--- src/rtl/oal_pkg.sv ---
// ----------------------------------------------------------------------------
// oal_pkg
// Shared constants, action codes and control types of the ordered array list.
// ----------------------------------------------------------------------------
package oal_pkg;

   // fixed field widths
   localparam int KEY_W          = 16;
   localparam int PAYLOAD_PORT_W = 32;
   localparam int ACTION_W       = 3;

   // default sizing
   localparam int OAL_CAPACITY     = 16;
   localparam int OAL_PAYLOAD_BITS = 32;

   // transaction action codes
   localparam logic [ACTION_W-1:0] ACT_INS_FRONT   = 3'd0;
   localparam logic [ACTION_W-1:0] ACT_INS_BACK    = 3'd1;
   localparam logic [ACTION_W-1:0] ACT_INS_ORDERED = 3'd2;
   localparam logic [ACTION_W-1:0] ACT_REM_FRONT   = 3'd3;
   localparam logic [ACTION_W-1:0] ACT_REM_BACK    = 3'd4;
   localparam logic [ACTION_W-1:0] ACT_STATUS      = 3'd5;

   // datapath update operations
   localparam logic [1:0] OP_NONE      = 2'd0;
   localparam logic [1:0] OP_INSERT    = 2'd1;
   localparam logic [1:0] OP_POP_FRONT = 2'd2;
   localparam logic [1:0] OP_POP_BACK  = 2'd3;

   // controller to datapath
   typedef struct packed {
      logic       load;       // capture entry, compare flags, start position
      logic       pos_back;   // start position at the back instead of the front
      logic       scan_step;  // advance the ordered-insert search
      logic       apply;      // update the list and the result register
      logic [1:0] op;
      logic       ok;
   } oal_cmd_type;

   // datapath to controller
   typedef struct packed {
      logic full;
      logic empty;
      logic scan_hit;   // entry at the search position is not below the new key
      logic scan_end;   // search position reached the entry count
   } oal_status_type;

endpackage

--- src/rtl/ordered_array_list_top.sv ---
// ----------------------------------------------------------------------------
// ordered_array_list_top
// Fixed-capacity list of keyed entries with front, back and sorted insert.
// ----------------------------------------------------------------------------
// The list holds up to CAPACITY entries, each a signed 16-bit key and a
// payload of PAYLOAD_BITS bits, in registers that shift in parallel. One
// request transaction is handled at a time and gives one response
// transaction with the success flag, the count, the empty and full flags and
// the front entry after the action. Insert front, insert back, the removals,
// status and refused actions go from acceptance straight to the update; an
// ordered insert on a list that is not full first runs a linear search for
// its position that checks one stored entry per cycle. The response sits
// in an output register, so the next request is taken while the previous
// response still waits; the update stalls only if that register is still
// full. No clearing pass is needed after reset.
// ----------------------------------------------------------------------------
module ordered_array_list_top
   import oal_pkg::*;
#(
   parameter int CAPACITY     = OAL_CAPACITY,
   parameter int PAYLOAD_BITS = OAL_PAYLOAD_BITS
)
(
   input  logic                              clock,
   input  logic                              reset,
   input  logic                              req_valid,
   output logic                              req_ready,
   input  logic [ACTION_W-1:0]               req_action,
   input  logic signed [KEY_W-1:0]           req_entry_key,
   input  logic [PAYLOAD_PORT_W-1:0]         req_entry_payload,
   output logic                              rsp_valid,
   input  logic                              rsp_ready,
   output logic                              rsp_ok,
   output logic [$clog2(CAPACITY + 1)-1:0]   rsp_count,
   output logic                              rsp_is_empty,
   output logic                              rsp_is_full,
   output logic signed [KEY_W-1:0]           rsp_front_key,
   output logic [PAYLOAD_PORT_W-1:0]         rsp_front_payload
);

   localparam int CNT_W = $clog2(CAPACITY + 1);

   oal_cmd_type    cmd;
   oal_status_type status;

   // sequencer
   oal_ctrl u_ctrl (
      .clock      (clock),
      .reset      (reset),
      .req_valid  (req_valid),
      .req_ready  (req_ready),
      .req_action (req_action),
      .rsp_valid  (rsp_valid),
      .rsp_ready  (rsp_ready),
      .cmd        (cmd),
      .status     (status)
   );

   // entry storage and result register
   oal_datapath #(
      .CAPACITY     (CAPACITY),
      .PAYLOAD_BITS (PAYLOAD_BITS),
      .CNT_W        (CNT_W)
   ) u_datapath (
      .clock             (clock),
      .reset             (reset),
      .req_entry_key     (req_entry_key),
      .req_entry_payload (req_entry_payload),
      .cmd               (cmd),
      .status            (status),
      .rsp_ok            (rsp_ok),
      .rsp_count         (rsp_count),
      .rsp_is_empty      (rsp_is_empty),
      .rsp_is_full       (rsp_is_full),
      .rsp_front_key     (rsp_front_key),
      .rsp_front_payload (rsp_front_payload)
   );

endmodule

--- src/rtl/oal_ctrl.sv ---
// ----------------------------------------------------------------------------
// oal_ctrl
// Sequencer of the ordered array list: takes one transaction at a time, runs
// the ordered-insert search and issues the list update and the result.
// ----------------------------------------------------------------------------
module oal_ctrl
   import oal_pkg::*;
(
   input  logic                clock,
   input  logic                reset,
   input  logic                req_valid,
   output logic                req_ready,
   input  logic [ACTION_W-1:0] req_action,
   output logic                rsp_valid,
   input  logic                rsp_ready,
   output oal_cmd_type         cmd,
   input  oal_status_type      status
);

   localparam logic [1:0] ST_IDLE  = 2'd0;
   localparam logic [1:0] ST_SCAN  = 2'd1;
   localparam logic [1:0] ST_APPLY = 2'd2;

   logic [1:0]          state_ff, state_in;
   logic [ACTION_W-1:0] action_ff, action_in;
   logic                rsp_valid_ff, rsp_valid_in;
   logic                out_free;

   assign req_ready = (state_ff == ST_IDLE);
   assign rsp_valid = rsp_valid_ff;
   assign out_free  = !rsp_valid_ff || rsp_ready;

   // next state and commands
   always_comb begin
      state_in  = state_ff;
      action_in = action_ff;
      cmd       = '0;
      unique case (state_ff)
         ST_IDLE: begin
            if (req_valid) begin
               cmd.load     = 1'b1;
               cmd.pos_back = (req_action == ACT_INS_BACK);
               action_in    = req_action;
               if (req_action == ACT_INS_ORDERED && !status.full) begin
                  state_in = ST_SCAN;
               end else begin
                  state_in = ST_APPLY;
               end
            end
         end
         ST_SCAN: begin
            if (status.scan_end || status.scan_hit) begin
               state_in = ST_APPLY;
            end else begin
               cmd.scan_step = 1'b1;
            end
         end
         ST_APPLY: begin
            unique case (action_ff) inside
               ACT_INS_FRONT, ACT_INS_BACK, ACT_INS_ORDERED: begin
                  if (!status.full) begin
                     cmd.op = OP_INSERT;
                     cmd.ok = 1'b1;
                  end
               end
               ACT_REM_FRONT: begin
                  if (!status.empty) begin
                     cmd.op = OP_POP_FRONT;
                     cmd.ok = 1'b1;
                  end
               end
               ACT_REM_BACK: begin
                  if (!status.empty) begin
                     cmd.op = OP_POP_BACK;
                     cmd.ok = 1'b1;
                  end
               end
               ACT_STATUS: begin
                  cmd.ok = 1'b1;
               end
               default: begin
                  cmd.op = OP_NONE;
               end
            endcase
            if (out_free) begin
               cmd.apply = 1'b1;
               state_in  = ST_IDLE;
            end
         end
         default: begin
            state_in = ST_IDLE;
         end
      endcase
   end

   // result valid flag
   always_comb begin
      rsp_valid_in = rsp_valid_ff;
      if (cmd.apply) begin
         rsp_valid_in = 1'b1;
      end else if (rsp_ready) begin
         rsp_valid_in = 1'b0;
      end
   end

   always_ff @(posedge clock) begin
      if (reset) begin
         state_ff     <= ST_IDLE;
         rsp_valid_ff <= 1'b0;
      end else begin
         state_ff     <= state_in;
         rsp_valid_ff <= rsp_valid_in;
      end
      action_ff <= action_in;
   end

`ifndef NO_ASSERTIONS
   // one transaction in flight at a time
   a_one_in_flight: assert property (@(posedge clock) disable iff (reset)
      (req_valid && req_ready) |=> !req_ready)
      else $error("new transaction taken while one is in flight");

   // every update produces a pending result
   a_apply_gives_rsp: assert property (@(posedge clock) disable iff (reset)
      cmd.apply |=> rsp_valid)
      else $error("list update without a result");

   // the search runs only for an ordered insert
   a_scan_ordered: assert property (@(posedge clock) disable iff (reset)
      (state_ff == ST_SCAN) |-> (action_ff == ACT_INS_ORDERED))
      else $error("search running for a non-ordered action");
`endif

endmodule

--- src/rtl/oal_datapath.sv ---
// ----------------------------------------------------------------------------
// oal_datapath
// Entry cells with parallel shift, entry count, ordered-insert search
// position and the result register.
// ----------------------------------------------------------------------------
module oal_datapath
   import oal_pkg::*;
#(
   parameter int CAPACITY     = OAL_CAPACITY,
   parameter int PAYLOAD_BITS = OAL_PAYLOAD_BITS,
   parameter int CNT_W        = $clog2(CAPACITY + 1)
)
(
   input  logic                      clock,
   input  logic                      reset,
   input  logic signed [KEY_W-1:0]   req_entry_key,
   input  logic [PAYLOAD_PORT_W-1:0] req_entry_payload,
   input  oal_cmd_type               cmd,
   output oal_status_type            status,
   output logic                      rsp_ok,
   output logic [CNT_W-1:0]          rsp_count,
   output logic                      rsp_is_empty,
   output logic                      rsp_is_full,
   output logic signed [KEY_W-1:0]   rsp_front_key,
   output logic [PAYLOAD_PORT_W-1:0] rsp_front_payload
);

   localparam logic [CNT_W-1:0] CAP_CNT = CNT_W'(CAPACITY);

   logic signed [KEY_W-1:0]   key_ff [CAPACITY];
   logic signed [KEY_W-1:0]   key_in [CAPACITY];
   logic [PAYLOAD_BITS-1:0]   pay_ff [CAPACITY];
   logic [PAYLOAD_BITS-1:0]   pay_in [CAPACITY];
   logic [CNT_W-1:0]          count_ff, count_in;
   logic [CNT_W-1:0]          pos_ff, pos_in;
   logic [CAPACITY-1:0]       flags_ff, flags_in;
   logic signed [KEY_W-1:0]   new_key_ff, new_key_in;
   logic [PAYLOAD_BITS-1:0]   new_pay_ff, new_pay_in;
   logic                      rsp_ok_ff;
   logic [CNT_W-1:0]          rsp_count_ff;
   logic signed [KEY_W-1:0]   rsp_key_ff;
   logic [PAYLOAD_PORT_W-1:0] rsp_pay_ff;

   // status toward the controller
   assign status.full     = (count_ff == CAP_CNT);
   assign status.empty    = (count_ff == '0);
   assign status.scan_hit = flags_ff[0];
   assign status.scan_end = (pos_ff == count_ff);

   // capture of the candidate entry
   always_comb begin
      new_key_in = new_key_ff;
      new_pay_in = new_pay_ff;
      if (cmd.load) begin
         new_key_in = req_entry_key;
         new_pay_in = PAYLOAD_BITS'(req_entry_payload);
      end
   end

   // per-entry compare flags, shifted toward position zero during the search
   always_comb begin
      flags_in = flags_ff;
      if (cmd.load) begin
         for (int i = 0; i < CAPACITY; i++) begin
            flags_in[i] = (key_ff[i] >= req_entry_key);
         end
      end else if (cmd.scan_step) begin
         flags_in = flags_ff >> 1;
      end
   end

   // insert position
   always_comb begin
      pos_in = pos_ff;
      if (cmd.load) begin
         pos_in = cmd.pos_back ? count_ff : '0;
      end else if (cmd.scan_step) begin
         pos_in = pos_ff + CNT_W'(1);
      end
   end

   // entry count
   always_comb begin
      count_in = count_ff;
      if (cmd.apply) begin
         case (cmd.op) inside
            OP_INSERT:                 count_in = count_ff + CNT_W'(1);
            OP_POP_FRONT, OP_POP_BACK: count_in = count_ff - CNT_W'(1);
            default:                   count_in = count_ff;
         endcase
      end
   end

   // entry cells: each takes its own value, a neighbor's, or the new entry
   for (genvar i = 0; i < CAPACITY; i++) begin : g_cell
      localparam int               PREV = (i > 0) ? i - 1 : 0;
      localparam int               NEXT = (i < CAPACITY - 1) ? i + 1 : i;
      localparam logic [CNT_W-1:0] IDX  = CNT_W'(i);

      always_comb begin
         key_in[i] = key_ff[i];
         pay_in[i] = pay_ff[i];
         if (cmd.apply) begin
            case (cmd.op)
               OP_INSERT: begin
                  if (IDX == pos_ff) begin
                     key_in[i] = new_key_ff;
                     pay_in[i] = new_pay_ff;
                  end else if (IDX > pos_ff) begin
                     key_in[i] = key_ff[PREV];
                     pay_in[i] = pay_ff[PREV];
                  end
               end
               OP_POP_FRONT: begin
                  key_in[i] = key_ff[NEXT];
                  pay_in[i] = pay_ff[NEXT];
               end
               default: begin
                  key_in[i] = key_ff[i];
               end
            endcase
         end
      end

      always_ff @(posedge clock) begin
         key_ff[i] <= key_in[i];
         pay_ff[i] <= pay_in[i];
      end
   end

   // control state and working registers
   always_ff @(posedge clock) begin
      if (reset) begin
         count_ff <= '0;
      end else begin
         count_ff <= count_in;
      end
      pos_ff     <= pos_in;
      flags_ff   <= flags_in;
      new_key_ff <= new_key_in;
      new_pay_ff <= new_pay_in;
   end

   // result register, loaded from the updated list
   always_ff @(posedge clock) begin
      if (cmd.apply) begin
         rsp_ok_ff    <= cmd.ok;
         rsp_count_ff <= count_in;
         if (count_in == '0) begin
            rsp_key_ff <= '0;
            rsp_pay_ff <= '0;
         end else begin
            rsp_key_ff <= key_in[0];
            rsp_pay_ff <= PAYLOAD_PORT_W'(pay_in[0]);
         end
      end
   end

   assign rsp_ok            = rsp_ok_ff;
   assign rsp_count         = rsp_count_ff;
   assign rsp_is_empty      = (rsp_count_ff == '0);
   assign rsp_is_full       = (rsp_count_ff == CAP_CNT);
   assign rsp_front_key     = rsp_key_ff;
   assign rsp_front_payload = rsp_pay_ff;

`ifndef NO_ASSERTIONS
   // count never exceeds the capacity
   a_count_range: assert property (@(posedge clock) disable iff (reset)
      count_ff <= CAP_CNT)
      else $error("entry count above capacity");

   // the search only advances over stored entries
   a_scan_in_range: assert property (@(posedge clock) disable iff (reset)
      cmd.scan_step |-> (pos_ff < count_ff))
      else $error("search advanced past the last entry");

   // a removal is issued only on a non-empty list
   a_pop_nonempty: assert property (@(posedge clock) disable iff (reset)
      (cmd.apply && (cmd.op == OP_POP_FRONT || cmd.op == OP_POP_BACK))
         |-> (count_ff != '0))
      else $error("removal from an empty list");
`endif

endmodule
--- config.mk ---
export PLATFORM = sky130hd
export DESIGN_NAME = ordered_array_list_top
export DESIGN_NICKNAME = d
export VERILOG_FILES = /design/src/rtl/oal_pkg.sv /design/src/rtl/ordered_array_list_top.sv /design/src/rtl/oal_ctrl.sv /design/src/rtl/oal_datapath.sv
export SDC_FILE = /design/constraint.sdc
export NUM_CORES = 2
export LEC_CHECK = 0
export ABC_CLOCK_PERIOD_IN_PS = 12720
export BUFFER_PORTS_ARGS = -buffer_cell sky130_fd_sc_hd__buf_2
export CAP_MARGIN = 20
export CELL_PAD_IN_SITES_DETAIL_PLACEMENT = 1
export CELL_PAD_IN_SITES_GLOBAL_PLACEMENT = 1
export CORE_ASPECT_RATIO = 1.1
export CORE_UTILIZATION = 55
export CTS_CLUSTER_SIZE = 28
export DETAILED_ROUTE_END_ITERATION = 10
export GPL_TIMING_DRIVEN = 0
export HOLD_SLACK_MARGIN = 0.08
export PLACE_DENSITY_LB_ADDON = 0.25
export RECOVER_POWER = 50
export SLEW_MARGIN = 20
export SYNTH_ARGS = -nofsm -noshare
export SYNTH_HDL_FRONTEND = slang
export SYNTH_SLANG_ARGS = --single-unit
--- constraint.sdc ---
create_clock -name clock -period 12.72 [get_ports clock]
set_input_delay 1.272 -clock clock [delete_from_list [all_inputs] [get_ports clock]]
set_output_delay 1.272 -clock clock [all_outputs]
set_load 0.03 [all_outputs]
==> results.md <==
* Placer Congestion at 0.8998
* Chip Width at 287 um
* Maximum VDD drop at 0.1073 mV
* Mux contribution to synthesized area at 14.79%
* Root Buffer: clkbuf_16
* Nets at 4,991
* Avg Vias per Cell at 6.581
* Setup CP Type: flop to flop
* CTS clk-pin slew, worst paths at 0.07 ns
* Mapped Nets at 4,758
* Mapped Avg Cell Area at 11.07 um2
* Placed Instances at 5,731
* Period utilization at 58.71%
* Sequential cell area at 0.02653 mm2
* Die height at 315.5 um
* CP dominant cell by count: clkbuf_1
* Post-Synthesis Cell Area at 0.04914 mm2
* Area of the multi-input gates at 0.02090 mm2
* Buf+Inv Stages, Crit Path at 6
* F_max at 133.9 MHz
* Sequential area share after synthesis at 53.98%
* Post-synthesis xor/xnor area fraction at 0.3743%
* CP Max Fanout at 21
* Post-route ant nets at 0
* Pwr dens at 120.2 mW/mm2
* Worst min path class: flop to flop
* Row cnt at 114
* Commonest cells post-synth: edfxtp_1, nand2_1, o21ai_0, mux2i_1, ha_1
* Fin crit period at 7.468 ns
* Gr ovfl total at 0
* Worst-margin pin slew at 3.263 ns
* Global-route wire length before repair at 254,100 um
* Critical Path End Type: flop
* Dpl hpwl at 124,100 um
* H-Tree Depth at 3
* Share of layout cells above drive strength 1 at 6.752%
* Worst-Skew Late Latency at 0.70 ns
* Most common cell in the netlist: edfxtp_1
* RSZ-0062 raised after global routing: no
* Combinational share of power at 7.0%
* Clock tree from TritonCTS: done
* Adder-Cell Fraction of Synth Area at 6.747%
* CP max stage delay at 1.37 ns
* Port Buffers at 112
* Final Util at 61.86%
* Post-CTS setup repair buffer count at 0
* Largest family of logic cells by synthesized area: multiplexers
* Largest net degree at the start of global routing at 62
* Setup TNS at 0 ns
* Starting Density at 55.75%
* Pleak at 19.35 nW
* Average wire per standard cell at 28.74 um
* CTS Hold Bufs at 0
* Clk buf depth at 3
* Switching share of power at 25.15%
* Die ar. at 0.09055 mm2
* Status: complete, but fails checks
* Area Growth Syn to Fin at 10.96%
* Critical Path Start: u_datapath.count_ff[2]
* Final Max Tran Viols at 214
* Total power at 6.552 mW
* FF-to-FF Start: u_datapath.count_ff[2]
* Clock skew at 0.03345 ns
* TritonCTS buffer count at 98
* Critical path arrival at 7.74 ns
* Post-synthesis compound-gate area fraction at 11.18%
* Failing checks: max-capacitance violations, max-slew violations
* Fraction of registers with async set/reset at 0%
* Share of power burned in registers at 50.6%
* Initial drt markers at 3,436
* Max_cap viols at 9
* Crit start category: flop
* CTS resizes at 0
* Area leader, netlist: edfxtp_1
* Post-synth top area share at 51.70%
* Post-Synth Simple-Gate Area at 9.339%
* Slew headroom at -117.5%
* #FFs+latches synth at 902
* Final hold viol count at 0
* Filler cells at 9,288
* DRC Markers at 0
* DR vias at 38,925
* Post-Route WL at 170,000 um
* CP required at 12.99 ns
* Total clock sinks at 902
* Yosys warns at 0
* Syn Inst Count at 4,438
* Top post-synthesis cells by area: edfxtp_1, mux2i_1, o21ai_0, ha_1, nand2_1
* Clock group share of total power at 42.4%
* Final setup vio count at 0
* Cell variety after synth at 60
* Internal power at 4.905 mW
* Fin cells at 5,915
* First-pass DRT Iterations at 5
* Main synth FF type: edfxtp_1
* Crit path max-delay family: buffers and inverters
* Antenna violations before repair at 1
* Number of flops mapped to enable cells by yosys at 846
* Core area at 0.08815 mm2
* Psw at 1.648 mW
* Vias in the first global route at 42,645
* Slowest CP cell: a21oi_1
* Overall Global Routing Usage at 37.16%
* Hold path start: u_datapath.pay_ff[0][16]
* CP Cell Sequence: clkbuf_1 > nor2_1 > nand2_1 > nor2_1 > o21ai_0 > o2111a_1 > inv_1 > ha_1 > clkbuf_1 > clkbuf_1 > clkbuf_1 > nand2_1 > a21oi_1 > clkbuf_1
* Num ports at 113
-- state kept, by name, summed over array words and instances (netlist names) --
name                          flops
u_datapath.pay_ff               512
u_datapath.key_ff               256
u_datapath.new_pay_ff            32
u_datapath.rsp_front_payload     32
u_datapath.flags_ff              16
u_datapath.new_key_ff            16
u_datapath.rsp_front_key         16
u_datapath.count_ff               5
u_datapath.pos_ff                 5
u_datapath.rsp_count              5
u_ctrl.action_ff                  3
u_ctrl.state_ff                   2
u_ctrl.rsp_valid                  1
u_datapath.rsp_ok                 1
-- layout make-up --
class,count,area share [%]
flip-flops and latches,902,48.65
plain buffers,318,2.524
clock inverters,62,0.7274
inverters,101,0.6976
diodes,1,0.004589
clock buffers,121,4.752
repair buffers,133,1.650
well taps,1160,2.662
multi-input cells,3117,38.33
-- power groups by stage --
stage | logic, mW | clock network [mW] | registers (mW)
final | 0.457 | 2.78 | 3.32
after detailed placement | 0.447 | 0 | 3.37
after global routing | 0.483 | 2.88 | 3.31
after floorplan | 0.270 | 0 | 3.37
after CTS | 0.457 | 2.78 | 3.31
after global placement | 0.416 | 0 | 3.37
-- kinds of logic after synthesis --
logic type	count (synthesis)
and+or+nand+nor	1093
AOI/OAI and AO/OA	1018
DFF	902
muxes	720
buffers and inverters	419
adders and majority gates	265
xor gates and xnor gates	21
-- routing by layer --
metal	GRT usage (%)	up-vias	routed length, um
met5	0	-	0
met2	65.02	1687	85790
met3	4.055	595	8921
met1	44.02	19862	64310
met4	22.49	0	10990
li1	-	16781	-
-- layout by cell type (no fill, tap or decap), types with 47 or more instances in the layout --
cell type	Yosys	layout
a21oi_1	165	163
inv_1	99	97
ha_1	265	265
clkbuf_16	0	100
mux2_2	47	47
mux2i_1	673	673
nor2_1	167	165
a22oi_1	49	49
clkbuf_1	226	345
nand2_1	745	743
edfxtp_1	846	846
dfxtp_1	56	56
buf_2	61	81
o21ai_0	698	699
-- worst register-to-register path: stages (launching register included) --
cell	delay (ns)
dfxtp_1	0.31
clkbuf_1	0.21
nor2_1	0.39
nand2_1	0.11
nor2_1	0.16
o21ai_0	0.13
o2111a_1	0.22
inv_1	0.08
ha_1	0.17
clkbuf_1	0.70
clkbuf_1	0.90
clkbuf_1	0.76
nand2_1	0.48
a21oi_1	1.37
clkbuf_1	1.07
-- stage by stage --
step                setup slack, ns  instance area (um2)  hold WS (ns)
floorplan                     6.397                49140        0.4370
global placement              3.896                51150        0.4591
detailed placement            7.390                51830        0.4627
CTS                           7.292                54820        0.4939
global route                  5.048                54520        0.5144
finish                        5.252                54530        0.4930
-- path summary, 6_finish.rpt --
check | endpoint | slack (ns) | cells past startpoint
max reg2reg | u_datapath.pay_ff[13][28] | 5.25 | 14
min reg2reg | u_datapath.pay_ff[0][16] | 0.49 | 2
min | u_datapath.pay_ff[0][16] | 0.49 | 2
max | u_datapath.pay_ff[13][28] | 5.25 | 14
Power figures use the tool's default switching activity.
